`src/hdl/binary_to_decimal_ascii_unit_macros.svh`:
```
// assertion macros shared by the binary to decimal ascii unit
`ifndef BINARY_TO_DECIMAL_ASCII_UNIT_MACROS_SVH
`define BINARY_TO_DECIMAL_ASCII_UNIT_MACROS_SVH

// same-cycle implication, checked on aclk outside reset
`define B2DA_ASSERT_NOW(label, ante, cons, msg) \
    label: assert property (@(posedge aclk) disable iff (!aresetn) (ante) |-> (cons)) \
        else $error(msg);

// next-cycle implication, checked on aclk outside reset
`define B2DA_ASSERT_NEXT(label, ante, cons, msg) \
    label: assert property (@(posedge aclk) disable iff (!aresetn) (ante) |=> (cons)) \
        else $error(msg);

`endif

```
`src/hdl/b2da_pkg.sv`:
```
// shared types and constants of the binary to decimal ascii unit
`timescale 1ns / 1ps

package b2da_pkg;

    localparam int VALUE_W  = 32;
    localparam int DIGITS   = 10;
    localparam int DIGIT_W  = 4;
    localparam int BCD_W    = DIGITS * DIGIT_W;
    localparam int CHAR_W   = 6;
    localparam int CNT_W    = 5;
    localparam int DCNT_W   = 4;
    localparam int S_DATA_W = 32;
    localparam int M_DATA_W = 8;

    localparam logic [CHAR_W-1:0] ASCII_ZERO = 6'd48;

    // controller states
    typedef enum logic [1:0] {
        ST_IDLE,
        ST_CONVERT,
        ST_SKIP,
        ST_EMIT
    } state_t;

    // commands from controller to datapath
    typedef struct packed {
        logic load;
        logic convert;
        logic skip;
        logic emit;
    } cmd_t;

    // status from datapath to controller
    typedef struct packed {
        logic conv_done;
        logic lead_zero;
        logic last_digit;
    } status_t;

endpackage

```
`src/hdl/binary_to_decimal_ascii_unit.sv`:
```
// top level of the binary to decimal ascii unit
`timescale 1ns / 1ps
// Converts an unsigned 32-bit value to decimal ascii characters.
// Input channel s_*: one transaction carries the value in s_tdata[31:0].
// Output channel m_*: one transaction per character, most significant digit
// first, leading zeros suppressed; a zero input gives a single '0'.
// m_tdata[5:0] holds the ascii code, m_tlast marks the least significant digit.
// Steps: the value is loaded in the accept cycle, then the bit-serial
// shift-add-3 loop builds ten bcd digits in one 40-bit register, then each
// leading zero is shifted out, then a check finds the first digit to send,
// then one output transaction follows per remaining digit.
// One item is handled at a time; s_tready is high only while idle.
// A stall on m_tready holds the current character and m_tlast steady and
// stretches the run by the stall length.
// Reset (aresetn low, synchronous) returns the controller to idle and drops
// m_tvalid; no other state is kept between items.
module binary_to_decimal_ascii_unit (
    input  logic                            aclk,
    input  logic                            aresetn,
    input  logic                            s_tvalid,
    output logic                            s_tready,
    input  logic [b2da_pkg::S_DATA_W-1:0]   s_tdata,   // [31:0] value
    output logic                            m_tvalid,
    input  logic                            m_tready,
    output logic [b2da_pkg::M_DATA_W-1:0]   m_tdata,   // [5:0] digit_char, [7:6] zero
    output logic                            m_tlast    // last
);

    b2da_pkg::cmd_t                cmd;
    b2da_pkg::status_t             status;
    logic [b2da_pkg::CHAR_W-1:0]   digit_char;

    // controller
    b2da_ctrl u_ctrl (
        .aclk     (aclk),
        .aresetn  (aresetn),
        .s_tvalid (s_tvalid),
        .s_tready (s_tready),
        .m_tvalid (m_tvalid),
        .m_tready (m_tready),
        .status   (status),
        .cmd      (cmd)
    );

    // datapath
    b2da_datapath u_datapath (
        .aclk       (aclk),
        .aresetn    (aresetn),
        .cmd        (cmd),
        .value      (s_tdata[b2da_pkg::VALUE_W-1:0]),
        .status     (status),
        .digit_char (digit_char),
        .last       (m_tlast)
    );

    // pack the character into the byte-wide data bus
    assign m_tdata = {{(b2da_pkg::M_DATA_W - b2da_pkg::CHAR_W){1'b0}}, digit_char};

endmodule

```
`src/hdl/b2da_ctrl.sv`:
```
// controller state machine of the binary to decimal ascii unit
`timescale 1ns / 1ps
`include "binary_to_decimal_ascii_unit_macros.svh"

module b2da_ctrl (
    input  logic              aclk,
    input  logic              aresetn,
    input  logic              s_tvalid,
    output logic              s_tready,
    output logic              m_tvalid,
    input  logic              m_tready,
    input  b2da_pkg::status_t status,
    output b2da_pkg::cmd_t    cmd
);

    b2da_pkg::state_t state_reg;
    b2da_pkg::state_t state_next;

    // state register
    always_ff @(posedge aclk) begin
        if (!aresetn) begin
            state_reg <= b2da_pkg::ST_IDLE;
        end else begin
            state_reg <= state_next;
        end
    end

    // next state
    always_comb begin
        state_next = state_reg;
        unique case (state_reg)
            b2da_pkg::ST_IDLE: begin
                if (s_tvalid) state_next = b2da_pkg::ST_CONVERT;
            end
            b2da_pkg::ST_CONVERT: begin
                if (status.conv_done) state_next = b2da_pkg::ST_SKIP;
            end
            b2da_pkg::ST_SKIP: begin
                if (!status.lead_zero) state_next = b2da_pkg::ST_EMIT;
            end
            b2da_pkg::ST_EMIT: begin
                if (m_tready && status.last_digit) state_next = b2da_pkg::ST_IDLE;
            end
            default: state_next = b2da_pkg::ST_IDLE;
        endcase
    end

    // outputs and datapath commands
    always_comb begin
        s_tready    = 1'b0;
        m_tvalid    = 1'b0;
        cmd         = '0;
        unique case (state_reg)
            b2da_pkg::ST_IDLE: begin
                s_tready = 1'b1;
                cmd.load = s_tvalid;
            end
            b2da_pkg::ST_CONVERT: begin
                cmd.convert = 1'b1;
            end
            b2da_pkg::ST_SKIP: begin
                cmd.skip = status.lead_zero;
            end
            b2da_pkg::ST_EMIT: begin
                m_tvalid = 1'b1;
                cmd.emit = m_tready;
            end
            default: begin
                s_tready = 1'b0;
            end
        endcase
    end

    `B2DA_ASSERT_NOW(a_no_overlap, s_tready, !m_tvalid, "input taken while a result is offered")
    `B2DA_ASSERT_NEXT(a_accept_starts, s_tvalid && s_tready, state_reg == b2da_pkg::ST_CONVERT, "accepted transaction did not start conversion")
    `B2DA_ASSERT_NEXT(a_run_ends, m_tvalid && m_tready && status.last_digit, s_tready, "run did not end after last digit")

endmodule

```
`src/hdl/b2da_datapath.sv`:
```
// shift-add-3 conversion and digit emission datapath
`timescale 1ns / 1ps
`include "binary_to_decimal_ascii_unit_macros.svh"

module b2da_datapath (
    input  logic                          aclk,
    input  logic                          aresetn,
    input  b2da_pkg::cmd_t                cmd,
    input  logic [b2da_pkg::VALUE_W-1:0]  value,
    output b2da_pkg::status_t             status,
    output logic [b2da_pkg::CHAR_W-1:0]   digit_char,
    output logic                          last
);

    logic [b2da_pkg::VALUE_W-1:0] bin_reg, bin_next;
    logic [b2da_pkg::BCD_W-1:0]   bcd_reg, bcd_next;
    logic [b2da_pkg::CNT_W-1:0]   bit_cnt_reg, bit_cnt_next;
    logic [b2da_pkg::DCNT_W-1:0]  dig_cnt_reg, dig_cnt_next;
    logic [b2da_pkg::BCD_W-1:0]   bcd_adj;
    logic [b2da_pkg::DIGIT_W-1:0] top_digit;

    // add 3 to every digit of 5 or more before the shift
    always_comb begin
        for (int i = 0; i < b2da_pkg::DIGITS; i++) begin
            if (bcd_reg[i*b2da_pkg::DIGIT_W +: b2da_pkg::DIGIT_W] >= 4'd5) begin
                bcd_adj[i*b2da_pkg::DIGIT_W +: b2da_pkg::DIGIT_W] =
                    bcd_reg[i*b2da_pkg::DIGIT_W +: b2da_pkg::DIGIT_W] + 4'd3;
            end else begin
                bcd_adj[i*b2da_pkg::DIGIT_W +: b2da_pkg::DIGIT_W] =
                    bcd_reg[i*b2da_pkg::DIGIT_W +: b2da_pkg::DIGIT_W];
            end
        end
    end

    // next values of the working registers
    always_comb begin
        bin_next     = bin_reg;
        bcd_next     = bcd_reg;
        bit_cnt_next = bit_cnt_reg;
        dig_cnt_next = dig_cnt_reg;
        if (cmd.load) begin
            bin_next     = value;
            bcd_next     = '0;
            bit_cnt_next = '0;
            dig_cnt_next = b2da_pkg::DCNT_W'(b2da_pkg::DIGITS);
        end else if (cmd.convert) begin
            bin_next     = {bin_reg[b2da_pkg::VALUE_W-2:0], 1'b0};
            bcd_next     = {bcd_adj[b2da_pkg::BCD_W-2:0], bin_reg[b2da_pkg::VALUE_W-1]};
            bit_cnt_next = bit_cnt_reg + 1'b1;
        end else if (cmd.skip || cmd.emit) begin
            bcd_next     = {bcd_reg[b2da_pkg::BCD_W-b2da_pkg::DIGIT_W-1:0],
                            {b2da_pkg::DIGIT_W{1'b0}}};
            dig_cnt_next = dig_cnt_reg - 1'b1;
        end
    end

    // working registers
    always_ff @(posedge aclk) begin
        bin_reg     <= bin_next;
        bcd_reg     <= bcd_next;
        bit_cnt_reg <= bit_cnt_next;
        dig_cnt_reg <= dig_cnt_next;
    end

    // status and result fields
    assign top_digit         = bcd_reg[b2da_pkg::BCD_W-1 -: b2da_pkg::DIGIT_W];
    assign status.conv_done  = (bit_cnt_reg == b2da_pkg::CNT_W'(b2da_pkg::VALUE_W - 1));
    assign status.last_digit = (dig_cnt_reg == b2da_pkg::DCNT_W'(1));
    assign status.lead_zero  = (top_digit == '0) && !status.last_digit;
    assign digit_char        = b2da_pkg::ASCII_ZERO + {2'b00, top_digit};
    assign last              = status.last_digit;

    `B2DA_ASSERT_NEXT(a_load_init, cmd.load, (bit_cnt_reg == '0) && (dig_cnt_reg == b2da_pkg::DCNT_W'(b2da_pkg::DIGITS)), "load did not reset counters")
    `B2DA_ASSERT_NOW(a_digit_range, cmd.emit, top_digit <= 4'd9, "emitted digit is not decimal")
    `B2DA_ASSERT_NOW(a_count_live, cmd.skip || cmd.emit, dig_cnt_reg != '0, "digit count ran out")

endmodule

```
`config.mk`:
```
export PLATFORM = sky130hd
export DESIGN_NAME = binary_to_decimal_ascii_unit
export DESIGN_NICKNAME = d
export VERILOG_FILES = /design/src/hdl/b2da_pkg.sv /design/src/hdl/binary_to_decimal_ascii_unit.sv /design/src/hdl/b2da_ctrl.sv /design/src/hdl/b2da_datapath.sv
export VERILOG_INCLUDE_DIRS = /design/src /design/src/hdl
export SDC_FILE = /design/constraint.sdc
export NUM_CORES = 1
export LEC_CHECK = 0
export ABC_AREA = 1
export BUFFER_PORTS_ARGS = -buffer_cell sky130_fd_sc_hd__buf_4
export CAP_MARGIN = 10
export CORE_ASPECT_RATIO = 0.5
export CORE_MARGIN = 4
export CORE_UTILIZATION = 55
export CTS_CLUSTER_DIAMETER = 120
export CTS_CLUSTER_SIZE = 28
export DETAILED_ROUTE_END_ITERATION = 10
export GPL_TIMING_DRIVEN = 0
export HOLD_SLACK_MARGIN = 0.15
export PLACE_DENSITY = 0.75
export SKIP_LAST_GASP = 1
export SYNTH_ARGS = -nofsm -noshare
export SYNTH_HDL_FRONTEND = slang
export SYNTH_SLANG_ARGS = --single-unit
```
`constraint.sdc`:
```
create_clock -name aclk -period 2.4 [get_ports aclk]
set_input_delay 0.48 -clock aclk [delete_from_list [all_inputs] [get_ports aclk]]
set_output_delay 0.48 -clock aclk [all_outputs]
set_load 0.005 [all_outputs]
```
==> results of run 1 <==
[final cells by class]
type	count	area [um^2]	area share, %
multi-input combinational	494	2610	43.8
clock inverter	7	87.6	1.47
sequential	83	1980	33.3
buffer	40	255	4.28
inverter	83	312	5.23
clock buffer	9	225	3.78
tap	117	146	2.46
timing repair buffer	43	343	5.75
[where the power goes]
| group | switching (W) | internal [W] | total (W) |
|---|---|---|---|
| sequential | 0.000229 | 0.00207 | 0.00229 |
| combinational | 0.00178 | 0.000861 | 0.00264 |
| clock | 0.000641 | 0.000836 | 0.00148 |
[placed cells by master, fill, tap and decap left out]
master     synthesis  final
inv_1             80     80
xor2_1             2      2
clkbuf_16          0      9
buf_1              2      2
nand3_1           75     75
nor3_1             3      3
nand2_1          233    232
buf_12             2      2
inv_8              0      2
buf_4             11     53
o211ai_1           4      4
nand4_1           53     53
o21ai_0           12     12
dfxtp_1           51     51
buf_6              1      1
buf_8              1      1
ha_1              30     30
nand2_2            4      5
edfxtp_1          32     32
clkbuf_1          14     13
buf_2             10     10
nand3_2           20     20
conb_1             2      4
bufinv_16          0      1
o22ai_1            8      8
a21oi_1           24     24
nor2_1            17     17
buf_16             0      1
inv_6              0      4
a31oi_1            1      1
nor2_4             2      2
inv_2              3      3
nand2_4            2      2
[per-layer routing]
| layer | track usage, % | wire length (um) | vias to the layer above | part of all wire (%) |
|---|---|---|---|---|
| met5 | 0 | 0 | - | 0 |
| met2 | 35.4 | 5340 | 150 | 45 |
| li1 | - | - | 2421 | - |
| met1 | 29.3 | 5650 | 2179 | 48 |
| met3 | 6.08 | 756 | 9 | 6.4 |
| met4 | 5.49 | 102 | 0 | 0.86 |
[through the flow]
step / worst slack [ps] / instances / power, W / util (%) / area (um^2)
2_1_floorplan: 131 / 701 / 0.00415 / - / 5160
4_1_cts: 51.1 / 877 / 0.00643 / 66.8 / 5960
5_1_grt: 36.6 / 876 / 0.00686 / 66.8 / 5960
3_5_place_dp: -139 / 861 / 0.00493 / 63.3 / 5650
3_3_place_gp: -494 / 860 / 0.00482 / 63.0 / 5620
6_report: 208 / 876 / 0.00641 / 66.8 / 5960
[logic make-up after synthesis]
family / synth area share [%]
XOR/XNOR: 0.340
adder cells (fa/ha/maj): 7.29
AO/OA/AOI/OAI: 5.18
other: 0.146
buffers and inverters: 11.1
AND/OR/NAND/NOR: 37.5
flip-flops: 38.5
[how the worst min path moves through the flow]
stage	start	slack, ps	end	depth (start not counted)
floorplan	u_datapath.bcd_reg[3]$_SDFFE_PP0P_	450	u_datapath.bcd_reg[3]$_SDFFE_PP0P_	2
global placement	u_datapath.bcd_reg[3]$_SDFFE_PP0P_	470	u_datapath.bcd_reg[3]$_SDFFE_PP0P_	2
detailed placement	u_datapath.bcd_reg[3]$_SDFFE_PP0P_	480	u_datapath.bcd_reg[3]$_SDFFE_PP0P_	2
CTS	aresetn	350	u_ctrl.state_reg[0]$_SDFFE_PN0P_	3
global route	aresetn	380	u_ctrl.state_reg[0]$_SDFFE_PN0P_	3
finish	aresetn	370	u_ctrl.state_reg[0]$_SDFFE_PN0P_	3
[worst max-delay path, cell delays in order (launching register included)]
cell and delay (ps):
dfxtp_1 360, inv_1 100, ha_1 210, inv_1 170, buf_2 260, buf_2 320, nand2_2 270, buf_16 250
==> results by stage, run 1 <==
Synth:
- Sorting the synthesized cells by area gives the leading types as dfxtp_1 (20%), edfxtp_1 (19%), nand2_1 (17%).
- In the synthesized netlist, the cells that appear most often are nand2_1 (233), inv_1 (80), nand3_1 (75), nand4_1 (53), dfxtp_1 (51).
- Summing every instance area after synthesis gives 0.00515 mm^2.
- In this run, synthesis produced a sequential element count of 83.
- In this run the biggest area consumer among cell types represents 19.8% of the synthesized area.
- The prevailing post-synth register cell is dfxtp_1.
- Synthesis instantiated 28 different standard cells from the library.
- The cell with the most instances after synthesis is nand2_1.
- Counting flops with a built-in enable in the synthesized netlist gives 32.
- The largest area contributor in the netlist is dfxtp_1.
- During synthesis, Yosys emitted a total of 0 warnings.
- The sequential element share of the synthesized area is 38.5%.
- After synthesis, the mean cell area works out to 7.37 um^2.
- The post-synthesis cell count is 699.
- For this run, asynchronously set or reset flops after synthesis account for 0%.

Worst setup path:
- The endpoint of the most critical setup path is u_datapath.bin_reg[12]$_DFFE_PP_.
- Data arrives at the worst endpoint at 2300 ps.
- The kind of launch point of the worst setup path is a flop.
- Measured in cells, the most critical reg-to-reg path has a length of 7.
- For flop-to-flop paths, the worst setup slack is 210 ps.
- In this run the critical register-to-register path is launched from u_ctrl.state_reg[1]$_SDFFE_PN0P_.
- The critical path class is flop to flop.
- The most critical setup path has its startpoint at u_ctrl.state_reg[1]$_SDFFE_PN0P_.
- In this run the critical register-to-register path is captured at u_datapath.bin_reg[12]$_DFFE_PP_.
- The required time of the critical path is 2510 ps.
- The largest driver fanout on the critical path is 22.
- The worst setup path is captured at a flop.

STA:
- Setup repair after global routing left no endpoint under its margin.
- At the pin with the least slew margin, the transition time is 594 ps.
- Setup violations remaining at the end of the flow were counted as 0.
- Derived from the worst setup path, the maximum achievable clock frequency is 456 MHz.
- Across all hold checks on the routed design, the worst slack comes to 365 ps.
- After routing, the total negative slack on setup checks comes to 0 ps.
- The relative slew slack is 60.4%.
- Clock skew on the completed layout was measured at 7.21 ps.
- The clock period minus final worst setup slack is 2190 ps.
- The final worst-path cycle share is 91.3%.
- The final count of pins violating max slew is 0.
- The number of hold violations in the final report came to 0.

Floorplan:
- The die covers 0.0111 mm^2.
- The number of I/O pins is 47.
- The initial utilization of the core area, before any placement, comes to 57.7%.
- In this run the vertical extent of the chip is 76.4 um.
- The area of the core region is 0.00892 mm^2.
- The placement row count is 24.
- The width of the die is 145 um.

Clock tree:
- The clock net in this run drives a total of 83 sinks.
- At the later pin of the worst-skew pair, clock insertion delay measures 350 ps.
- The clock tree synthesis step divided the H-tree into 3 levels.
- Gates resized during post-CTS repair numbered 1.
- In this run, post-CTS hold repair placed 0 buffers.
- In this run the post-CTS setup repair buffer count came out at 0.
- The longest clock path from root to sink contains 2 buffers.
- The CTS root buffer is clkbuf_16.
- Buffers inserted during clock tree synthesis total 9.
- Clock-pin slew was measured on the worst setup and hold paths at 70 ps.
- The CTS tree is built.

Cells and area:
- 0 antenna diodes ended up in the layout.
- Counting the fill cells in the layout gives 790.
- The fraction of final layout cells with drive strength greater than 1 is 15.3%.
- The number of nets at the end of the flow is 820.
- The relative area change from synthesis to final layout is 15.7%.
- The register with the most flip-flops in the layout has 40 of them.

Drt:
- In the routed design, unresolved DRC markers number 0.
- The count of nets left with antenna violations once routing finished came out at 0.
- The wire length reported by the detailed router is 11,800 um.
- The first detailed-routing pass took 5 iterations.
- For this block, the initial DRC count from the detailed router was 343.
- The routed via count is 4,759.
- The average vias per placed instance is 5.43.
- The average detailed-routed wire length per instance is 13.5 um.

GRT:
- The number of global-route vias before repair was 4,289.
- The overall global routing resource usage is 22.0%.
- The global-route wire length before repair is 19,900 um.
- The initial antenna violation count was 0.
- The largest net degree at the start of global routing is 23.
- The total congestion overflow after global routing is 0.

Power and ir drop:
- The peak supply drop is 0.635 mV.
- Power spread over the standard cell area amounts to 1080 mW/mm^2.
- In this run the static leakage power is 2.94 nW.

Job:
- The number of violations of the max-capacitance limit is 0.

Place:
- The congestion estimate from routability-driven global placement came to 0.872.
- The estimated wirelength of the detail-placed design is 8420 um.
- During placement, the flow inserted port buffers numbering 42.

Hold path:
- The path class of the tightest hold or removal check is input pin to flop.

Run status:
- The flow ran to the end, and the final reports show no timing, DRC or antenna violations.
No activity file was read; power rests on OpenSTA's default activity.
==> run 2: changes to the inputs <==
--- a/config.mk
+++ b/config.mk
@@ -15,7 +15,6 @@
 export CTS_CLUSTER_DIAMETER = 120
 export CTS_CLUSTER_SIZE = 28
 export DETAILED_ROUTE_END_ITERATION = 10
-export GPL_TIMING_DRIVEN = 0
 export HOLD_SLACK_MARGIN = 0.15
 export PLACE_DENSITY = 0.75
 export SKIP_LAST_GASP = 1
==> constraint.sdc (replaced) <==
create_clock -name aclk -period 2.03 [get_ports aclk]
set_input_delay 0.406 -clock aclk [delete_from_list [all_inputs] [get_ports aclk]]
set_output_delay 0.406 -clock aclk [all_outputs]
set_load 0.005 [all_outputs]
==> results by stage, run 2 (synthesized netlist as in run 1, its figures left out) <==
Floorplan:
- The die height is 76.4 um.
- The initial cell density of the core is 57.7%.
- The floorplan step defined a die boundary enclosing 0.0111 mm^2.
- The placement row count is 24.
- Pin placement for this block handled 47 I/O pins.
- The width of the die is 145 um.
- The area of the core region is 0.00892 mm^2.

GRT:
- The total congestion overflow after global routing is 0.
- The largest net degree at the start of global routing is 57.
- The global-route wire length before repair is 19,500 um.
- Across every metal layer, demand over resource in global routing totals 21.1%.
- The initial antenna violation count was 0.
- The number of global-route vias before repair is 4,246.

Cells and area:
- For this run, the post-layout net count is 791.
- The final non-filler cell area is 0.00578 mm^2.
- The final-layout fill cell count is 787.
- The leading cell type in the layout, fill and taps excluded is nand2_1.
- The repair_antennas step left the layout with diodes totalling 0.
- The fraction of final layout cells with drive strength greater than 1 is 14.2%.
- The top cell types in the final layout, fill and taps aside, are nand2_1 (231), inv_1 (79), nand3_1 (75).
- Summing all flip-flop and latch instances after layout gives 0.00198 mm^2.
- The number of flip-flops under the largest register name is 40.
- The area growth from synthesis to layout is 12.3%.
- The area of combinational cells with multiple inputs is 0.00261 mm^2.

STA:
- The least setup slack across all paths after layout is 253 ps.
- Between clock sinks in the finished design, the worst skew comes to 5.74 ps.
- The clock period minus final worst setup slack is 1780 ps.
- Setup repair after global routing left no endpoint under its margin.
- The final count of pins violating max slew is 0.
- Setup violations remaining at the end of the flow were counted as 0.
- The top achievable clock speed is 563 MHz.
- The number of hold violations in the final report is 0.
- Of the available clock period, the critical path in the final layout requires 87.6%.
- Setup total negative slack on the finished layout was measured at 0 ps.

Worst setup path:
- The largest driver fanout on the critical path is 17.
- Traced cell by cell, the critical path runs through inv_1 -> ha_1 -> nand2_1 -> nor2_4 -> nand2_4 -> nand2_4 -> nor2_4 -> nand2_1 -> a21oi_1.
- The kind of cell with the highest combined delay along the critical path is simple AND/OR/NAND/NOR gates.
- The critical path ends at u_datapath.bcd_reg[39]$_SDFFE_PP0P_.
- Measured in cells, the most critical reg-to-reg path has a length of 9.
- The worst setup path is captured at a flop.
- The cell with the biggest individual delay on the critical path is dfxtp_1.
- The combined buffer and inverter count along the critical path is 1.
- The worst register-to-register path has a setup slack of 250 ps.
- The critical path crosses 9 cells after its start point.
- The critical path startpoint is u_ctrl.state_reg[0]$_SDFFE_PN0P_.
- The kind of launch point of the worst setup path is a flop.
- The end of the worst register-to-register path is u_datapath.bcd_reg[39]$_SDFFE_PP0P_.
- The startpoint identified for the worst register-to-register timing path is u_ctrl.state_reg[0]$_SDFFE_PN0P_.
- By startpoint and endpoint, the worst setup path is classified as flop to flop.
- For this run, the slowest stage of the critical path takes 360 ps.
- The required time of the critical path is 2300 ps.
- For the worst setup path, the data arrival time is 2050 ps.

Clock tree:
- Post-CTS timing repair inserted 0 buffers for setup.
- The clock drives 83 sinks.
- Gates resized during post-CTS repair numbered 0.
- TritonCTS built the clock tree.
- The total of hold buffers inserted after clock tree synthesis is 0.
- The post-CTS clock slew at the launch and capture registers of the worst setup and hold paths is 60 ps.
- The cell sitting at the root of the clock tree is a clkbuf_16.
- CTS built an H-tree with a depth of 3.
- The maximum clock path buffer count is 2.
- Clock latency on the worst-skew pair, taken at its later pin, is 340 ps.
- Buffers inserted during clock tree synthesis total 9.

Run status:
- The flow ran to the end, and the final reports show no timing, DRC or antenna violations.

Drt:
- The number of DRC violations after detailed routing is 0.
- The number of optimization iterations in the first detailed-route pass is 5.
- The number of nets with antenna violations after routing is 0.
- The average detailed-routed wire length per instance is 13.2 um.
- The violation count after the first detailed-routing iteration is 364.
- The routed layout has 4,607 vias.
- Wires add up to 11,200 um.
- Dividing the detail-routed via count by the number of cells gives 5.44.

Power and ir drop:
- The analysis attributes to cell leakage a power of 2.84 nW.
- The total power divided by cell area is 1230 mW/mm^2.
- The worst-case IR drop observed on VDD is 0.873 mV.

Place:
- At the end of routability-driven placement, the weighted congestion stood at 0.868.
- The count of input and output buffers is 42.
- The placement-stage worst setup slack is 253 ps.
- The estimated wirelength of the detail-placed design is 7410 um.
- After detailed placement, the total cell area comes to 0.00551 mm^2.

Job:
- Across the run, the number of max-cap violations was 0.

Hold path:
- The worst hold-check path type is input pin to flop.
-- run 2: cell types whose count changed in the layout (fill, tap and decap cells not counted), moves of 2 or more --
cell,before,now
clkinvlp_4,0,3
buf_12,2,4
buf_2,10,0
inv_6,4,1
buf_1,2,0
inv_8,2,0
clkbuf_1,13,1
buf_4,53,50
-- run 2: final cells by class --
class,count,area share [%]
clock buffers,11,4.09
well taps,117,2.53
repair buffers,54,7.87
flip-flops and latches,83,34.3
inverters,83,5.39
clock inverters,5,0.692
multi-input cells,494,45.2
-- run 2: per-layer routing --
metal  routed length, um  vias to the layer above  GRT usage, %
met2                4990                      132          33.0
met3                 808                       13          6.14
met1                5280                     2109          29.0
met5                   0                        -             0
met4                  85                        0          4.56
li1                    -                     2353             -
-- run 2: worst register-to-register path, cell delays in order (launching register included) --
cell and delay (ps):
dfxtp_1 360, inv_1 110, ha_1 220, nand2_1 100
nor2_4 50, nand2_4 110, nand2_4 190, nor2_4 320
nand2_1 90, a21oi_1 150
-- run 2: power by group --
group | switching (W) | internal, W
Combinational | 0.00199 | 0.000908
Clock | 0.000690 | 0.000850
Sequential | 0.000253 | 0.00244
-- run 2: worst min-delay path by stage --
| stage | start | end | slack [ps] | cells past startpoint |
|---|---|---|---|---|
| final | aresetn | u_ctrl.state_reg[0]$_SDFFE_PN0P_ | 310 | 3 |
| after CTS | aresetn | u_ctrl.state_reg[1]$_SDFFE_PN0P_ | 310 | 3 |
| after global routing | s_tdata[26] | u_datapath.bin_reg[26]$_DFFE_PP_ | 330 | 3 |
| after floorplan | u_datapath.bcd_reg[3]$_SDFFE_PP0P_ | u_datapath.bcd_reg[3]$_SDFFE_PP0P_ | 450 | 2 |
| after global placement | u_datapath.bit_cnt_reg[2]$_SDFFE_PP0P_ | u_datapath.bit_cnt_reg[2]$_SDFFE_PP0P_ | 470 | 1 |
| after detailed placement | u_datapath.bcd_reg[3]$_SDFFE_PP0P_ | u_datapath.bcd_reg[3]$_SDFFE_PP0P_ | 480 | 2 |
-- run 2: per-stage QoR --
stage | hold slack (ps) | total power [W] | cells | util [%]
2_1_floorplan | 452 | 0.00491 | 701 | -
3_3_place_gp | 470 | 0.00553 | 831 | 61.8
3_5_place_dp | 477 | 0.00561 | 831 | 61.8
4_1_cts | 310 | 0.00716 | 847 | 64.9
5_1_grt | 327 | 0.00767 | 847 | 64.9
6_report | 309 | 0.00713 | 847 | 64.9
